## src/hdl/ddr_pkg.sv

```systemverilog
package ddr_pkg;

    // field widths
    localparam int THR_W   = 16;
    localparam int IVL_W   = 16;
    localparam int SG_W    = 16;
    localparam int TG_W    = 28;
    localparam int LAT_W   = 48;
    localparam int LON_W   = 49;
    localparam int HEAD_W  = 32;
    localparam int SPEED_W = 18;
    localparam int DIST_W  = 34;

    localparam int IN_DATA_W  = 48;
    localparam int OUT_DATA_W = 152;

    // configuration port
    localparam int CFG_IDX_W  = 1;
    localparam int CFG_DATA_W = TG_W;
    localparam logic [CFG_IDX_W-1:0] REG_SPEED_GAIN = 1'd0;
    localparam logic [CFG_IDX_W-1:0] REG_TURN_GAIN  = 1'd1;
    localparam logic [SG_W-1:0] SPEED_GAIN_RST = 16'd10995;
    localparam logic [TG_W-1:0] TURN_GAIN_RST  = 28'd10737418;

    // arithmetic constants
    localparam int TRIG_BITS    = 16;
    localparam int TRIG_W       = TRIG_BITS + 2;
    localparam int GAIN_SH      = 14;
    localparam int Q_ONE        = 16384;
    localparam int CORDIC_ITERS = 28;
    localparam int CORDIC_FRAC  = 30;
    localparam int CORDIC_W     = 33;
    localparam int CORDIC_Z_W   = 32;
    localparam int ITER_W       = $clog2(CORDIC_ITERS);
    localparam longint CORDIC_K0 = 64'sd652032874;
    localparam longint LAT_MAX   = 64'sd98956046499840;
    localparam longint LON_MAX   = 64'sd197912092999680;

    // shared multiplier
    localparam int MUL_A_W = DIST_W + 1;
    localparam int MUL_B_W = (TRIG_W > 18) ? TRIG_W : 18;
    localparam int PROD_W  = MUL_A_W + MUL_B_W;

    // microcode
    localparam int STEP_W = 4;

    typedef enum logic [2:0] {
        MUL_NONE,
        MUL_TURN,
        MUL_SPEED,
        MUL_DIST,
        MUL_LAT,
        MUL_LON
    } mul_sel_t;

    typedef enum logic [2:0] {
        UPD_NONE,
        UPD_HEAD,
        UPD_SPEED,
        UPD_DIST,
        UPD_TRIG,
        UPD_LAT,
        UPD_LON
    } upd_sel_t;

    typedef enum logic [1:0] {
        SEQ_NEXT,
        SEQ_LOOP,
        SEQ_EMIT
    } seq_op_t;

    typedef struct packed {
        mul_sel_t          mul_sel;
        upd_sel_t          upd_sel;
        logic              cordic_init;
        logic              cordic_step;
        seq_op_t           seq_op;
        logic [STEP_W-1:0] target;
    } ctrl_word_t;

    localparam ctrl_word_t CTRL_IDLE = '{
        mul_sel:     MUL_NONE,
        upd_sel:     UPD_NONE,
        cordic_init: 1'b0,
        cordic_step: 1'b0,
        seq_op:      SEQ_NEXT,
        target:      '0
    };

    typedef struct packed {
        logic busy;
        logic emit;
    } seq_stat_t;

    typedef struct packed {
        logic cordic_last;
    } dp_stat_t;

    // arctangent of 2^-i in 2^-32 turn
    function automatic logic [29:0] atan_turn(input logic [ITER_W-1:0] idx);
        logic [29:0] v;
        unique case (idx)
            5'd0:  v = 30'd536870912;
            5'd1:  v = 30'd316933406;
            5'd2:  v = 30'd167458907;
            5'd3:  v = 30'd85004756;
            5'd4:  v = 30'd42667331;
            5'd5:  v = 30'd21354465;
            5'd6:  v = 30'd10679838;
            5'd7:  v = 30'd5340245;
            5'd8:  v = 30'd2670163;
            5'd9:  v = 30'd1335087;
            5'd10: v = 30'd667544;
            5'd11: v = 30'd333772;
            5'd12: v = 30'd166886;
            5'd13: v = 30'd83443;
            5'd14: v = 30'd41722;
            5'd15: v = 30'd20861;
            5'd16: v = 30'd10430;
            5'd17: v = 30'd5215;
            5'd18: v = 30'd2608;
            5'd19: v = 30'd1304;
            5'd20: v = 30'd652;
            5'd21: v = 30'd326;
            5'd22: v = 30'd163;
            5'd23: v = 30'd81;
            5'd24: v = 30'd41;
            5'd25: v = 30'd20;
            5'd26: v = 30'd10;
            5'd27: v = 30'd5;
            default: v = '0;
        endcase
        return v;
    endfunction

endpackage

```

## src/hdl/differential_drive_dead_reckoning.sv

```systemverilog
// channel   direction  transaction                   contents
// s_*       in         one tick                      left and right throttle, interval_ms
// m_*       out        position after the tick       latitude, longitude, heading, speed
// cfg_*     in         register write, no handshake  speed_gain (0), turn_gain (1)
//
// a tick runs as ten microcode steps, one of which repeats for the 28 cordic rotations;
// s_tready stays low while the program runs
// the single shared 35x18 multiplier and the one-rotation-per-cycle cordic set its length
// the result sits in an output register, so the next tick is accepted while it waits
// if that register is still full at the last step, the sequencer holds there until it drains
// rst_n clears heading, speed and position to zero and loads the gain reset values
module differential_drive_dead_reckoning (
    input  logic                                  clk,
    input  logic                                  rst_n,
    // tick: left throttle [15:0], right throttle [31:16], interval_ms [47:32]
    input  logic                                  s_tvalid,
    output logic                                  s_tready,
    input  logic [ddr_pkg::IN_DATA_W-1:0]         s_tdata,
    // result: latitude [47:0], longitude [96:48], heading [128:97], speed [146:129]
    output logic                                  m_tvalid,
    input  logic                                  m_tready,
    output logic [ddr_pkg::OUT_DATA_W-1:0]        m_tdata,
    // register write
    input  logic                                  cfg_we,
    input  logic [ddr_pkg::CFG_IDX_W-1:0]         cfg_index,
    input  logic [ddr_pkg::CFG_DATA_W-1:0]        cfg_data
);

    localparam int PAD_W = ddr_pkg::OUT_DATA_W - ddr_pkg::LAT_W - ddr_pkg::LON_W
                           - ddr_pkg::HEAD_W - ddr_pkg::SPEED_W;

    ddr_pkg::ctrl_word_t                   ctrl;
    ddr_pkg::seq_stat_t                    seq_stat;
    ddr_pkg::dp_stat_t                     dp_stat;

    logic                                  accept;
    logic                                  out_free;
    logic signed [ddr_pkg::LAT_W-1:0]      latitude;
    logic signed [ddr_pkg::LON_W-1:0]      longitude;
    logic        [ddr_pkg::HEAD_W-1:0]     heading;
    logic signed [ddr_pkg::SPEED_W-1:0]    speed;

    logic                                  m_tvalid_reg, m_tvalid_next;
    logic [ddr_pkg::OUT_DATA_W-1:0]        m_tdata_reg, m_tdata_next;

    // one tick in flight at a time; the output register decouples the result side
    assign s_tready = !seq_stat.busy;
    assign accept   = s_tvalid && s_tready;
    assign out_free = !m_tvalid_reg || m_tready;

    ddr_sequencer u_seq (
        .clk      (clk),
        .rst_n    (rst_n),
        .start    (accept),
        .out_free (out_free),
        .dp_stat  (dp_stat),
        .ctrl     (ctrl),
        .seq_stat (seq_stat)
    );

    ddr_datapath u_dp (
        .clk         (clk),
        .rst_n       (rst_n),
        .load        (accept),
        .thr_left    (signed'(s_tdata[15:0])),
        .thr_right   (signed'(s_tdata[31:16])),
        .interval_ms (s_tdata[47:32]),
        .cfg_we      (cfg_we),
        .cfg_index   (cfg_index),
        .cfg_data    (cfg_data),
        .ctrl        (ctrl),
        .dp_stat     (dp_stat),
        .latitude    (latitude),
        .longitude   (longitude),
        .heading     (heading),
        .speed       (speed)
    );

    // output register: loaded on the last step, cleared when the result transaction completes
    always_comb
    begin
        m_tvalid_next = m_tvalid_reg;
        m_tdata_next  = m_tdata_reg;
        if (seq_stat.emit)
        begin
            m_tvalid_next = 1'b1;
            m_tdata_next  = {PAD_W'(0), speed, heading, longitude, latitude};
        end
        else if (m_tready)
        begin
            m_tvalid_next = 1'b0;
        end
    end

    always_ff @(posedge clk or negedge rst_n)
    begin
        if (!rst_n)
            m_tvalid_reg <= 1'b0;
        else
            m_tvalid_reg <= m_tvalid_next;
    end

    always_ff @(posedge clk)
    begin
        m_tdata_reg <= m_tdata_next;
    end

    assign m_tvalid = m_tvalid_reg;
    assign m_tdata  = m_tdata_reg;

    // an accepted tick starts the program on the next cycle
    a_accept_starts: assert property (@(posedge clk) disable iff (!rst_n)
        accept |=> seq_stat.busy)
        else $error("accepted tick did not start the sequencer");

    // a result is only written into an empty or draining output register
    a_emit_free: assert property (@(posedge clk) disable iff (!rst_n)
        seq_stat.emit |-> (!m_tvalid_reg || m_tready))
        else $error("result emitted over a pending one");

    // a result appears only from the last program step
    a_valid_from_emit: assert property (@(posedge clk) disable iff (!rst_n)
        $rose(m_tvalid_reg) |-> $past(seq_stat.emit))
        else $error("output valid without emit");

    // the sequencer is idle when it finishes a tick
    a_emit_ends: assert property (@(posedge clk) disable iff (!rst_n)
        seq_stat.emit |=> !seq_stat.busy)
        else $error("sequencer still busy after emit");

endmodule

```

## src/hdl/ddr_sequencer.sv

```systemverilog
module ddr_sequencer (
    input  logic                 clk,
    input  logic                 rst_n,
    input  logic                 start,
    input  logic                 out_free,
    input  ddr_pkg::dp_stat_t    dp_stat,
    output ddr_pkg::ctrl_word_t  ctrl,
    output ddr_pkg::seq_stat_t   seq_stat
);

    typedef enum logic {
        ST_IDLE,
        ST_RUN
    } state_t;

    // program steps
    localparam logic [ddr_pkg::STEP_W-1:0] STEP_TURN   = 4'd0;
    localparam logic [ddr_pkg::STEP_W-1:0] STEP_HEAD   = 4'd1;
    localparam logic [ddr_pkg::STEP_W-1:0] STEP_SPEED  = 4'd2;
    localparam logic [ddr_pkg::STEP_W-1:0] STEP_DIST   = 4'd3;
    localparam logic [ddr_pkg::STEP_W-1:0] STEP_ROTATE = 4'd4;
    localparam logic [ddr_pkg::STEP_W-1:0] STEP_TRIG   = 4'd5;
    localparam logic [ddr_pkg::STEP_W-1:0] STEP_LAT    = 4'd6;
    localparam logic [ddr_pkg::STEP_W-1:0] STEP_LON    = 4'd7;
    localparam logic [ddr_pkg::STEP_W-1:0] STEP_MOVE   = 4'd8;
    localparam logic [ddr_pkg::STEP_W-1:0] STEP_EMIT   = 4'd9;

    state_t                       state_reg;
    logic [ddr_pkg::STEP_W-1:0]   pc_reg;
    ddr_pkg::ctrl_word_t          rom_word;
    logic                         emit;

    // control store
    always_comb
    begin
        rom_word = ddr_pkg::CTRL_IDLE;
        unique case (pc_reg)
            STEP_TURN:
            begin
                rom_word.mul_sel = ddr_pkg::MUL_TURN;
            end
            STEP_HEAD:
            begin
                rom_word.upd_sel = ddr_pkg::UPD_HEAD;
                rom_word.mul_sel = ddr_pkg::MUL_SPEED;
            end
            STEP_SPEED:
            begin
                rom_word.upd_sel     = ddr_pkg::UPD_SPEED;
                rom_word.cordic_init = 1'b1;
            end
            STEP_DIST:
            begin
                rom_word.mul_sel = ddr_pkg::MUL_DIST;
            end
            STEP_ROTATE:
            begin
                rom_word.upd_sel     = ddr_pkg::UPD_DIST;
                rom_word.cordic_step = 1'b1;
                rom_word.seq_op      = ddr_pkg::SEQ_LOOP;
                rom_word.target      = STEP_ROTATE;
            end
            STEP_TRIG:
            begin
                rom_word.upd_sel = ddr_pkg::UPD_TRIG;
            end
            STEP_LAT:
            begin
                rom_word.mul_sel = ddr_pkg::MUL_LAT;
            end
            STEP_LON:
            begin
                rom_word.upd_sel = ddr_pkg::UPD_LAT;
                rom_word.mul_sel = ddr_pkg::MUL_LON;
            end
            STEP_MOVE:
            begin
                rom_word.upd_sel = ddr_pkg::UPD_LON;
            end
            STEP_EMIT:
            begin
                rom_word.seq_op = ddr_pkg::SEQ_EMIT;
            end
            default:
            begin
                rom_word = ddr_pkg::CTRL_IDLE;
            end
        endcase
    end

    assign ctrl = (state_reg == ST_RUN) ? rom_word : ddr_pkg::CTRL_IDLE;
    assign emit = (state_reg == ST_RUN) && (rom_word.seq_op == ddr_pkg::SEQ_EMIT) && out_free;

    assign seq_stat.busy = (state_reg == ST_RUN);
    assign seq_stat.emit = emit;

    always_ff @(posedge clk or negedge rst_n)
    begin
        if (!rst_n)
        begin
            state_reg <= ST_IDLE;
            pc_reg    <= '0;
        end
        else
        begin
            unique case (state_reg)
                ST_IDLE:
                begin
                    if (start)
                    begin
                        state_reg <= ST_RUN;
                        pc_reg    <= STEP_TURN;
                    end
                end
                ST_RUN:
                begin
                    case (rom_word.seq_op)
                        ddr_pkg::SEQ_LOOP:
                        begin
                            if (dp_stat.cordic_last)
                                pc_reg <= pc_reg + 1'b1;
                            else
                                pc_reg <= rom_word.target;
                        end
                        ddr_pkg::SEQ_EMIT:
                        begin
                            if (out_free)
                            begin
                                state_reg <= ST_IDLE;
                                pc_reg    <= STEP_TURN;
                            end
                        end
                        default:
                        begin
                            pc_reg <= pc_reg + 1'b1;
                        end
                    endcase
                end
                default:
                begin
                    state_reg <= ST_IDLE;
                end
            endcase
        end
    end

endmodule

```

## src/hdl/ddr_datapath.sv

```systemverilog
module ddr_datapath (
    input  logic                                  clk,
    input  logic                                  rst_n,
    input  logic                                  load,
    input  logic signed [ddr_pkg::THR_W-1:0]      thr_left,
    input  logic signed [ddr_pkg::THR_W-1:0]      thr_right,
    input  logic        [ddr_pkg::IVL_W-1:0]      interval_ms,
    input  logic                                  cfg_we,
    input  logic        [ddr_pkg::CFG_IDX_W-1:0]  cfg_index,
    input  logic        [ddr_pkg::CFG_DATA_W-1:0] cfg_data,
    input  ddr_pkg::ctrl_word_t                   ctrl,
    output ddr_pkg::dp_stat_t                     dp_stat,
    output logic signed [ddr_pkg::LAT_W-1:0]      latitude,
    output logic signed [ddr_pkg::LON_W-1:0]      longitude,
    output logic        [ddr_pkg::HEAD_W-1:0]     heading,
    output logic signed [ddr_pkg::SPEED_W-1:0]    speed
);

    localparam int THR_W   = ddr_pkg::THR_W;
    localparam int PROD_W  = ddr_pkg::PROD_W;
    localparam int SUM_W   = PROD_W + 1;
    localparam int CW      = ddr_pkg::CORDIC_W;
    localparam int ZW      = ddr_pkg::CORDIC_Z_W;
    localparam int TRIG_W  = ddr_pkg::TRIG_W;
    localparam int TRIG_SH = ddr_pkg::CORDIC_FRAC - ddr_pkg::TRIG_BITS;

    localparam logic signed [THR_W-1:0]  Q_POS = THR_W'(ddr_pkg::Q_ONE);
    localparam logic signed [THR_W-1:0]  Q_NEG = -Q_POS;
    localparam logic signed [PROD_W-1:0] HALF_GAIN = PROD_W'(1) << (ddr_pkg::GAIN_SH - 1);
    localparam logic signed [PROD_W-1:0] HALF_TRIG = PROD_W'(1) << (ddr_pkg::TRIG_BITS - 1);
    localparam logic signed [CW-1:0]     HALF_C    = CW'(1) << (TRIG_SH - 1);
    localparam logic signed [CW-1:0]     TRIG_LIM  = CW'(1) << ddr_pkg::TRIG_BITS;
    localparam logic signed [SUM_W-1:0]  LAT_LIM   = SUM_W'(ddr_pkg::LAT_MAX);
    localparam logic signed [SUM_W-1:0]  LON_LIM   = SUM_W'(ddr_pkg::LON_MAX);

    // configuration and state
    logic        [ddr_pkg::SG_W-1:0]    sg_reg;
    logic        [ddr_pkg::TG_W-1:0]    tg_reg;
    logic        [ddr_pkg::HEAD_W-1:0]  heading_reg, heading_next;
    logic signed [ddr_pkg::SPEED_W-1:0] speed_reg, speed_next;
    logic signed [ddr_pkg::LAT_W-1:0]   lat_reg, lat_next;
    logic signed [ddr_pkg::LON_W-1:0]   lon_reg, lon_next;

    // operands of one transaction
    logic signed [THR_W-1:0]            ml_reg, mr_reg, ml_clip, mr_clip;
    logic        [ddr_pkg::IVL_W-1:0]   ivl_reg;
    logic signed [THR_W:0]              thr_sum, thr_diff;

    // shared multiplier
    logic signed [ddr_pkg::MUL_A_W-1:0] mul_a;
    logic signed [ddr_pkg::MUL_B_W-1:0] mul_b;
    logic signed [PROD_W-1:0]           prod_reg, prod_next, prod_gain, prod_trig;
    logic signed [ddr_pkg::DIST_W-1:0]  dist_reg;
    logic signed [SUM_W-1:0]            lat_sum, lon_sum;

    // cordic rotator
    logic signed [CW-1:0]               x_reg, x_next, y_reg, y_next, x_sh, y_sh;
    logic signed [ZW-1:0]               z_reg, z_next, z_step;
    logic        [ddr_pkg::ITER_W-1:0]  iter_reg;
    logic signed [CW-1:0]               x_rnd, y_rnd, x_clamp, y_clamp;
    logic signed [TRIG_W-1:0]           c_val, s_val, cos_reg, cos_next, sin_reg, sin_next;

    always_comb
    begin
        if (thr_left < Q_NEG)
            ml_clip = Q_NEG;
        else if (thr_left > Q_POS)
            ml_clip = Q_POS;
        else
            ml_clip = thr_left;
        if (thr_right < Q_NEG)
            mr_clip = Q_NEG;
        else if (thr_right > Q_POS)
            mr_clip = Q_POS;
        else
            mr_clip = thr_right;
    end

    assign thr_sum  = (THR_W + 1)'(ml_reg) + (THR_W + 1)'(mr_reg);
    assign thr_diff = (THR_W + 1)'(mr_reg) - (THR_W + 1)'(ml_reg);

    // operand select for the multiplier
    always_comb
    begin
        mul_a = '0;
        mul_b = '0;
        case (ctrl.mul_sel)
            ddr_pkg::MUL_TURN:
            begin
                mul_a = ddr_pkg::MUL_A_W'(signed'({1'b0, tg_reg}));
                mul_b = ddr_pkg::MUL_B_W'(thr_diff);
            end
            ddr_pkg::MUL_SPEED:
            begin
                mul_a = ddr_pkg::MUL_A_W'(signed'({1'b0, sg_reg}));
                mul_b = ddr_pkg::MUL_B_W'(thr_sum);
            end
            ddr_pkg::MUL_DIST:
            begin
                mul_a = ddr_pkg::MUL_A_W'(speed_reg);
                mul_b = ddr_pkg::MUL_B_W'(signed'({1'b0, ivl_reg}));
            end
            ddr_pkg::MUL_LAT:
            begin
                mul_a = ddr_pkg::MUL_A_W'(dist_reg);
                mul_b = ddr_pkg::MUL_B_W'(cos_reg);
            end
            ddr_pkg::MUL_LON:
            begin
                mul_a = ddr_pkg::MUL_A_W'(dist_reg);
                mul_b = ddr_pkg::MUL_B_W'(sin_reg);
            end
            default:
            begin
                mul_a = '0;
                mul_b = '0;
            end
        endcase
    end

    assign prod_next = mul_a * mul_b;

    // round half up: add half, then floor
    assign prod_gain = (prod_reg + HALF_GAIN) >>> ddr_pkg::GAIN_SH;
    assign prod_trig = (prod_reg + HALF_TRIG) >>> ddr_pkg::TRIG_BITS;

    assign heading_next = heading_reg + prod_gain[ddr_pkg::HEAD_W-1:0];
    assign speed_next   = prod_gain[ddr_pkg::SPEED_W-1:0];

    assign lat_sum = SUM_W'(lat_reg) + SUM_W'(prod_trig);
    assign lon_sum = SUM_W'(lon_reg) + SUM_W'(prod_trig);

    always_comb
    begin
        if (lat_sum > LAT_LIM)
            lat_next = ddr_pkg::LAT_W'(LAT_LIM);
        else if (lat_sum < -LAT_LIM)
            lat_next = ddr_pkg::LAT_W'(-LAT_LIM);
        else
            lat_next = ddr_pkg::LAT_W'(lat_sum);
        if (lon_sum > LON_LIM)
            lon_next = ddr_pkg::LON_W'(LON_LIM);
        else if (lon_sum < -LON_LIM)
            lon_next = ddr_pkg::LON_W'(-LON_LIM);
        else
            lon_next = ddr_pkg::LON_W'(lon_sum);
    end

    // one rotation per step, direction from the sign of the residual angle
    assign x_sh   = x_reg >>> iter_reg;
    assign y_sh   = y_reg >>> iter_reg;
    assign z_step = signed'(ZW'(ddr_pkg::atan_turn(iter_reg)));

    always_comb
    begin
        if (!z_reg[ZW-1])
        begin
            x_next = x_reg - y_sh;
            y_next = y_reg + x_sh;
            z_next = z_reg - z_step;
        end
        else
        begin
            x_next = x_reg + y_sh;
            y_next = y_reg - x_sh;
            z_next = z_reg + z_step;
        end
    end

    assign dp_stat.cordic_last = (iter_reg == ddr_pkg::ITER_W'(ddr_pkg::CORDIC_ITERS - 1));

    // round to trig precision, clamp to unity, then fold in the quadrant
    assign x_rnd = (x_reg + HALF_C) >>> TRIG_SH;
    assign y_rnd = (y_reg + HALF_C) >>> TRIG_SH;

    always_comb
    begin
        if (x_rnd > TRIG_LIM)
            x_clamp = TRIG_LIM;
        else if (x_rnd < -TRIG_LIM)
            x_clamp = -TRIG_LIM;
        else
            x_clamp = x_rnd;
        if (y_rnd > TRIG_LIM)
            y_clamp = TRIG_LIM;
        else if (y_rnd < -TRIG_LIM)
            y_clamp = -TRIG_LIM;
        else
            y_clamp = y_rnd;
    end

    assign c_val = TRIG_W'(x_clamp);
    assign s_val = TRIG_W'(y_clamp);

    always_comb
    begin
        case (heading_reg[ddr_pkg::HEAD_W-1 -: 2])
            2'd0:
            begin
                cos_next = c_val;
                sin_next = s_val;
            end
            2'd1:
            begin
                cos_next = -s_val;
                sin_next = c_val;
            end
            2'd2:
            begin
                cos_next = -c_val;
                sin_next = -s_val;
            end
            default:
            begin
                cos_next = s_val;
                sin_next = -c_val;
            end
        endcase
    end

    always_ff @(posedge clk or negedge rst_n)
    begin
        if (!rst_n)
        begin
            sg_reg      <= ddr_pkg::SPEED_GAIN_RST;
            tg_reg      <= ddr_pkg::TURN_GAIN_RST;
            heading_reg <= '0;
            speed_reg   <= '0;
            lat_reg     <= '0;
            lon_reg     <= '0;
            iter_reg    <= '0;
        end
        else
        begin
            if (cfg_we)
            begin
                case (cfg_index)
                    ddr_pkg::REG_SPEED_GAIN: sg_reg <= cfg_data[ddr_pkg::SG_W-1:0];
                    ddr_pkg::REG_TURN_GAIN:  tg_reg <= cfg_data[ddr_pkg::TG_W-1:0];
                    default: ;
                endcase
            end
            case (ctrl.upd_sel)
                ddr_pkg::UPD_HEAD:  heading_reg <= heading_next;
                ddr_pkg::UPD_SPEED: speed_reg   <= speed_next;
                ddr_pkg::UPD_LAT:   lat_reg     <= lat_next;
                ddr_pkg::UPD_LON:   lon_reg     <= lon_next;
                default: ;
            endcase
            if (ctrl.cordic_init)
                iter_reg <= '0;
            else if (ctrl.cordic_step)
                iter_reg <= iter_reg + 1'b1;
        end
    end

    always_ff @(posedge clk)
    begin
        if (load)
        begin
            ml_reg  <= ml_clip;
            mr_reg  <= mr_clip;
            ivl_reg <= interval_ms;
        end
        if (ctrl.mul_sel != ddr_pkg::MUL_NONE)
            prod_reg <= prod_next;
        if (ctrl.upd_sel == ddr_pkg::UPD_DIST)
            dist_reg <= prod_reg[ddr_pkg::DIST_W-1:0];
        if (ctrl.upd_sel == ddr_pkg::UPD_TRIG)
        begin
            cos_reg <= cos_next;
            sin_reg <= sin_next;
        end
        if (ctrl.cordic_init)
        begin
            x_reg <= CW'(ddr_pkg::CORDIC_K0);
            y_reg <= '0;
            z_reg <= signed'(ZW'(heading_reg[ddr_pkg::CORDIC_FRAC-1:0]));
        end
        else if (ctrl.cordic_step)
        begin
            x_reg <= x_next;
            y_reg <= y_next;
            z_reg <= z_next;
        end
    end

    assign latitude  = lat_reg;
    assign longitude = lon_reg;
    assign heading   = heading_reg;
    assign speed     = speed_reg;

endmodule
```

## config.mk

```make
export PLATFORM = sky130hd
export DESIGN_NAME = differential_drive_dead_reckoning
export DESIGN_NICKNAME = d
export VERILOG_FILES = /design/src/hdl/ddr_pkg.sv /design/src/hdl/differential_drive_dead_reckoning.sv /design/src/hdl/ddr_sequencer.sv /design/src/hdl/ddr_datapath.sv
export SDC_FILE = /design/constraint.sdc
export NUM_CORES = 2
export LEC_CHECK = 0
export BUFFER_PORTS_ARGS = -buffer_cell sky130_fd_sc_hd__buf_2
export CAP_MARGIN = 20
export CORE_MARGIN = 5
export CORE_UTILIZATION = 40
export CTS_CLUSTER_DIAMETER = 50
export DETAILED_ROUTE_END_ITERATION = 6
export GPL_ROUTABILITY_DRIVEN = 0
export PLACE_DENSITY = 0.65
export SYNTH_ARGS = -nofsm -noshare
export SYNTH_HDL_FRONTEND = slang
export SYNTH_SLANG_ARGS = --single-unit
export TNS_END_PERCENT = 50
```

## constraint.sdc

```tcl
create_clock -name clk -period 10.8 [get_ports clk]
set_input_delay 2.16 -clock clk [delete_from_list [all_inputs] [get_ports clk]]
set_output_delay 2.16 -clock clk [all_outputs]
set_load 0.005 [all_outputs]
```

== Yosys cells after proc, flatten, opt, wreduce, memory -nomap -nowiden ==
Memories as Yosys holds them, arrays and structs flattened.
Index checks and enable logic that the tools add are counted.
Word-level totals
  memory bits (read-only): 960
  word-level logic and storage cells: 144
  memories: 1
  bits of input ports: 82
  bits in registers: 618
  output and inout port bits: 154
Cells by class
  reductions and logical operators: 17
  magnitude comparators: 12
  bitwise logic cells: 2
  shift operators: 2
  multipliers: 1
  equality and inequality tests: 27
  $add $sub $neg: 19
  muxes and demuxes: 39
Memories
  (name not given): depth 32, width 30, read ports 1, clocked after memory_dff 0, wr ports 0, line ddr_pkg.sv:102  | unique case (idx)
Operators with widths (number)
  $pmux W35 S4: 1
  $pmux W18 S3: 2
  $mux W49: 2
  $mux W48: 2
  $pmux W18 S5: 1
  $mux W18: 4
  $add A33 B15 Y33 const B: 2
  $add A33 B33 Y33: 2
  $mux W33: 2
  $sshr A33 B5 Y33: 2
  $sub A33 B33 Y33: 2
  $mux W30: 2
  $gt A54 B48 Y1 const B: 1
  $gt A54 B49 Y1 const B: 1
  $lt A54 B48 Y1 const B: 1
  $lt A54 B49 Y1 const B: 1
  $add A53 B17 Y53 const B: 1
  $mul A35 B18 Y53: 1
  $add A49 B37 Y50: 1
  $add A48 B37 Y49: 1
  $add A46 B15 Y46 const B: 1
  $gt A19 B18 Y1 const B: 2
  $lt A19 B17 Y1 const B: 2
  $neg A18 Y18: 2
  other kinds (43): 80

== Logic depth before layout (Yosys ltp) ==
  word-level depth: 7
  gate-level depth with buffers: 41

== Cells and area by module ==
A second synthesis with hierarchy kept.
Unflattened totals
  cell total of the unflattened synthesis: 7562
  area total of the unflattened synthesis: 68306.8 sq um
Modules (own cells, without submodules)
  ddr_datapath: seq. area each 12328.1 sq um, times used 1, cells each 7330, area an instance 63170.6 sq um
  differential_drive_dead_reckoning: seq. area each 4439.3 sq um, times used 1, cells each 158, area an instance 4513.1 sq um
  ddr_sequencer: seq. area each 125.1 sq um, times used 1, cells each 74, area an instance 623.1 sq um

== Least setup slack after synthesis ==
OpenSTA, ideal clock, no wires.
  path kind: input port to flip-flop
  start point: in m_tready
  end point: reg m_tdata_reg, in the netlist m_tdata[0], enable pin
  required time: 10.125 ns
  cell stages on the path: 2
  path slack: 1.338 ns
  data arrival time: 8.788 ns
  path through: nand2b_1 -> nor2b_1
On the way
  cells in the longest elaborated chain, start to end: 2
RTL lines
  from (decl): line differential_drive_dead_reckoning.sv:21  | input logic m_tready,
  $logic_or A1 B1 Y1: line differential_drive_dead_reckoning.sv:49  | assign out_free = !m_tvalid_reg || m_tready;
  $logic_and A1 B1 Y1: line ddr_sequencer.sv:92  | assign emit = (state_reg == ST_RUN) && (rom_word.seq_op == ddr_pkg::SEQ_EMIT) && out_free;
  to (signal assigned): line differential_drive_dead_reckoning.sv:105  | m_tdata_reg <= m_tdata_next;
  to (decl): line differential_drive_dead_reckoning.sv:44  | logic [ddr_pkg::OUT_DATA_W-1:0] m_tdata_reg, m_tdata_next;
Every way passes these cells.
A chain may end at the register's enable or synchronous reset.

== Worst setup path after layout ==
  start point: reg u_dp.mr_reg[0]
  end point: reg u_dp.prod_reg[46] (data pin)
On the way
  cells in the longest elaborated chain, start to end: 3
  elaborated cells between the ends (all ways): 4
  classes of those cells: add/sub: 2; mul: 1; mux: 1
RTL lines
  from (decl): line ddr_datapath.sv:45  | logic signed [THR_W-1:0] ml_reg, mr_reg, ml_clip, mr_clip;
  from (signal assigned): line ddr_datapath.sv:262  | mr_reg <= mr_clip;
  $add A16 B16 Y17 or $sub A16 B16 Y17 (tied branches): line ddr_datapath.sv:79, ddr_datapath.sv:80
  $pmux W18 S5 (*): line ddr_datapath.sv:87  | case (ctrl.mul_sel)
  $mul A35 B18 Y53 (*): line ddr_datapath.sv:121  | assign prod_next = mul_a * mul_b;
  via u_dp.prod_next[46]: line ddr_datapath.sv:52  | logic signed [PROD_W-1:0] prod_reg, prod_next, prod_gain, prod_trig;
  to (signal assigned): line ddr_datapath.sv:266  | prod_reg <= prod_next;
  to (decl): line ddr_datapath.sv:52
Mark *: on every way through the listed nets, which the timed path passes. The rest lies on a longest branch.

==> impl_metrics.tcl <==
set metrics [dict create \
    synth_seq_cells 618 \
    netlist_top_cells_area "fa_1, edfxtp_1, ha_1" \
    post-place-ws_ps 444 \
    synth_area_um2 67300 \
    cts_max_path_buffers 3 \
    status "finished, violations left" \
    dp_hpwl_mm 166 \
    postSynthCellCount 7413 \
    grt_pass1_vias 55600 \
    clock_skew_ps 55.1 \
    layout.nets 8563 \
    cp_max_fo 15 \
    cts_setup_buffers 0 \
    ioPinCount 236 \
    track_usage 0.235 \
    overflow 0 \
    viasPerCell 5.80 \
    grt_max_degree 134 \
    min_period_ps 10430 \
    postRouteAntennaNets 0 \
    largest_reg_flops 147 \
    synth_top_area_cell "fa_1" \
    critPathCaptureType "flop" \
    period_share 0.966 \
    rsz0062_at_grt "no" \
    ctsResizeCount 0 \
    clockRootBuffer "clkbuf_16" \
    synth_edf_count 348 \
    layout_common_cells "inv_1, nand2_1, nor2_1" \
    clock_sinks 618 \
    crit_path_start_kind "flop" \
    wl_mm 212 \
    synth_cell_type_count 105 \
    worst_slew_pin_slew_ps 1260 \
    final_common_cell "inv_1" \
    core_um2 167000 \
    crit_type "flop to flop" \
    avgSynthCellArea_um2 9.08 \
    dieWidth_um 420 \
    dieArea_um2 177000 \
    yosys_warnings 0 \
    cts.clk_slew.worst_paths_ps 60 \
    antenna_found_initial 5 \
    holdWs_ps 415 \
    cp_common_cell "fa_1" \
    async_flop_share 0.327 \
    design_area_um2 74200 \
    hp-class "flop to flop" \
    timing.max_cap.violations 0 \
    wire_per_inst_um 21.7 \
    timing.fmax_mhz 95.8 \
    drtPass1Iterations 7 \
    required_ps 11270 \
    drc 4 \
    drt_iter0_markers 5393 \
    setup_slack_ps 367 \
    rows 150 \
    hold_buffers 0 \
    setup_viol 0 \
    tns_ps 0 \
    floorplan.initialDensity 0.403 \
    final-hold-violation-count 0 \
    post_dp_cell_area_um2 71000 \
    cp_slowest_stage_delay_ps 580 \
    worstPathArrival_ps 10900 \
    grt_pass1_wl_mm 325 \
    synth_top_area_share 0.178 \
    fp.dieH_um 420 \
    area_growth_pct 10.2 \
    cpMaxStageDelayCell "fa_1" \
    vias 56600 \
    violations "design-rule violations" \
    htreeDepth 3 \
    io_buffers 230 \
    drive_above_1_share 0.111 \
    ys_seq_area_frac 0.251 \
    ys.flop_type "edfxtp_1" \
    cts_tree "built" \
    clk_latency_ps 740 \
    maxSlewHeadroom 0.139 \
    finalMaxSlewViolations 0 \
    cts_made_buffers 89 \
]
stage by stage:
step                      cells   util
after floorplan            7417      -
after global placement     9591  0.424
after detailed placement   9592  0.425
after CTS                  9760  0.443
after global routing       9762  0.444
final                      9763  0.444
cells in the mapped netlist (50+ instances only):
master,n
nand2b_1,79
ha_1,402
and2_1,92
and3_1,81
o21ai_0,327
edfxtp_1,348
mux4_2,85
a31oi_1,63
dfxtp_1,68
fa_1,598
nor2_1,670
nand4_1,50
clkbuf_1,310
mux2_2,84
nand3_1,126
nor3_1,88
a21oi_1,457
o31ai_1,56
nand2_1,820
nor2b_1,56
dfrtp_1,181
inv_1,824
xor2_1,197
a21o_1,141
xnor2_1,244
worst paths after layout:
check	start	to	slack, ps	depth (start not counted)
worst max-delay path	u_dp.mr_reg[0]$_SDFFCE_PP0P_	u_dp.prod_reg[46]$_DFFE_PP_	370	38
worst min-delay path	u_dp.prod_reg[10]$_DFFE_PP_	u_dp.dist_reg[10]$_DFFE_PN_	410	0
worst max register to register	u_dp.mr_reg[0]$_SDFFCE_PP0P_	u_dp.prod_reg[46]$_DFFE_PP_	370	38
worst min register to register	u_dp.prod_reg[10]$_DFFE_PP_	u_dp.dist_reg[10]$_DFFE_PN_	410	0
max in group asynchronous	rst_n	u_dp.sg_reg[2]$_DFFE_PN0P_	7100	3
min in group asynchronous	rst_n	u_dp.latitude[45]$_DFFE_PN0N_	1450	1
critical path: cells and delay by family, from the launching register on:
family,cells,cell delay [ps]
adder cells (fa/ha/maj),9,3990
AND/OR/NAND/NOR,5,730
XOR/XNOR,1,120
flip-flops,1,390
AO/OA/AOI/OAI,17,4150
buffers and inverters,6,760
kinds of logic after synthesis:
group	count (synthesis)	synth area share
compound gates	1643	0.161
buf+inv	1227	0.0705
simple gates	2255	0.153
xor+xnor	441	0.0574
other cells	1	0.0000557
mux	228	0.0543
flops	618	0.251
fa+ha+maj	1000	0.253
area by class of cell:
class | instances | area [µm²]
fillers | 15900 | 93000
multi-input cells | 5572 | 46000
flip-flops and latches | 618 | 16900
inverters | 829 | 3110
well taps | 2204 | 2760
clock buffers | 110 | 2400
repair buffers | 371 | 2300
clock inverters | 58 | 756
diodes | 1 | 2.50
layer usage:
metal / GRT usage / up-vias / wire length (µm)
met5: 0 / - / 13
met4: 0.114 / 2 / 12200
met3: 0.0408 / 515 / 17500
met2: 0.378 / 2618 / 96300
met1: 0.309 / 27800 / 85700
li1: - / 25700 / -
Power is not shown: default switching activity piles up to over one toggle a cycle in this logic, so the estimate is an artifact.
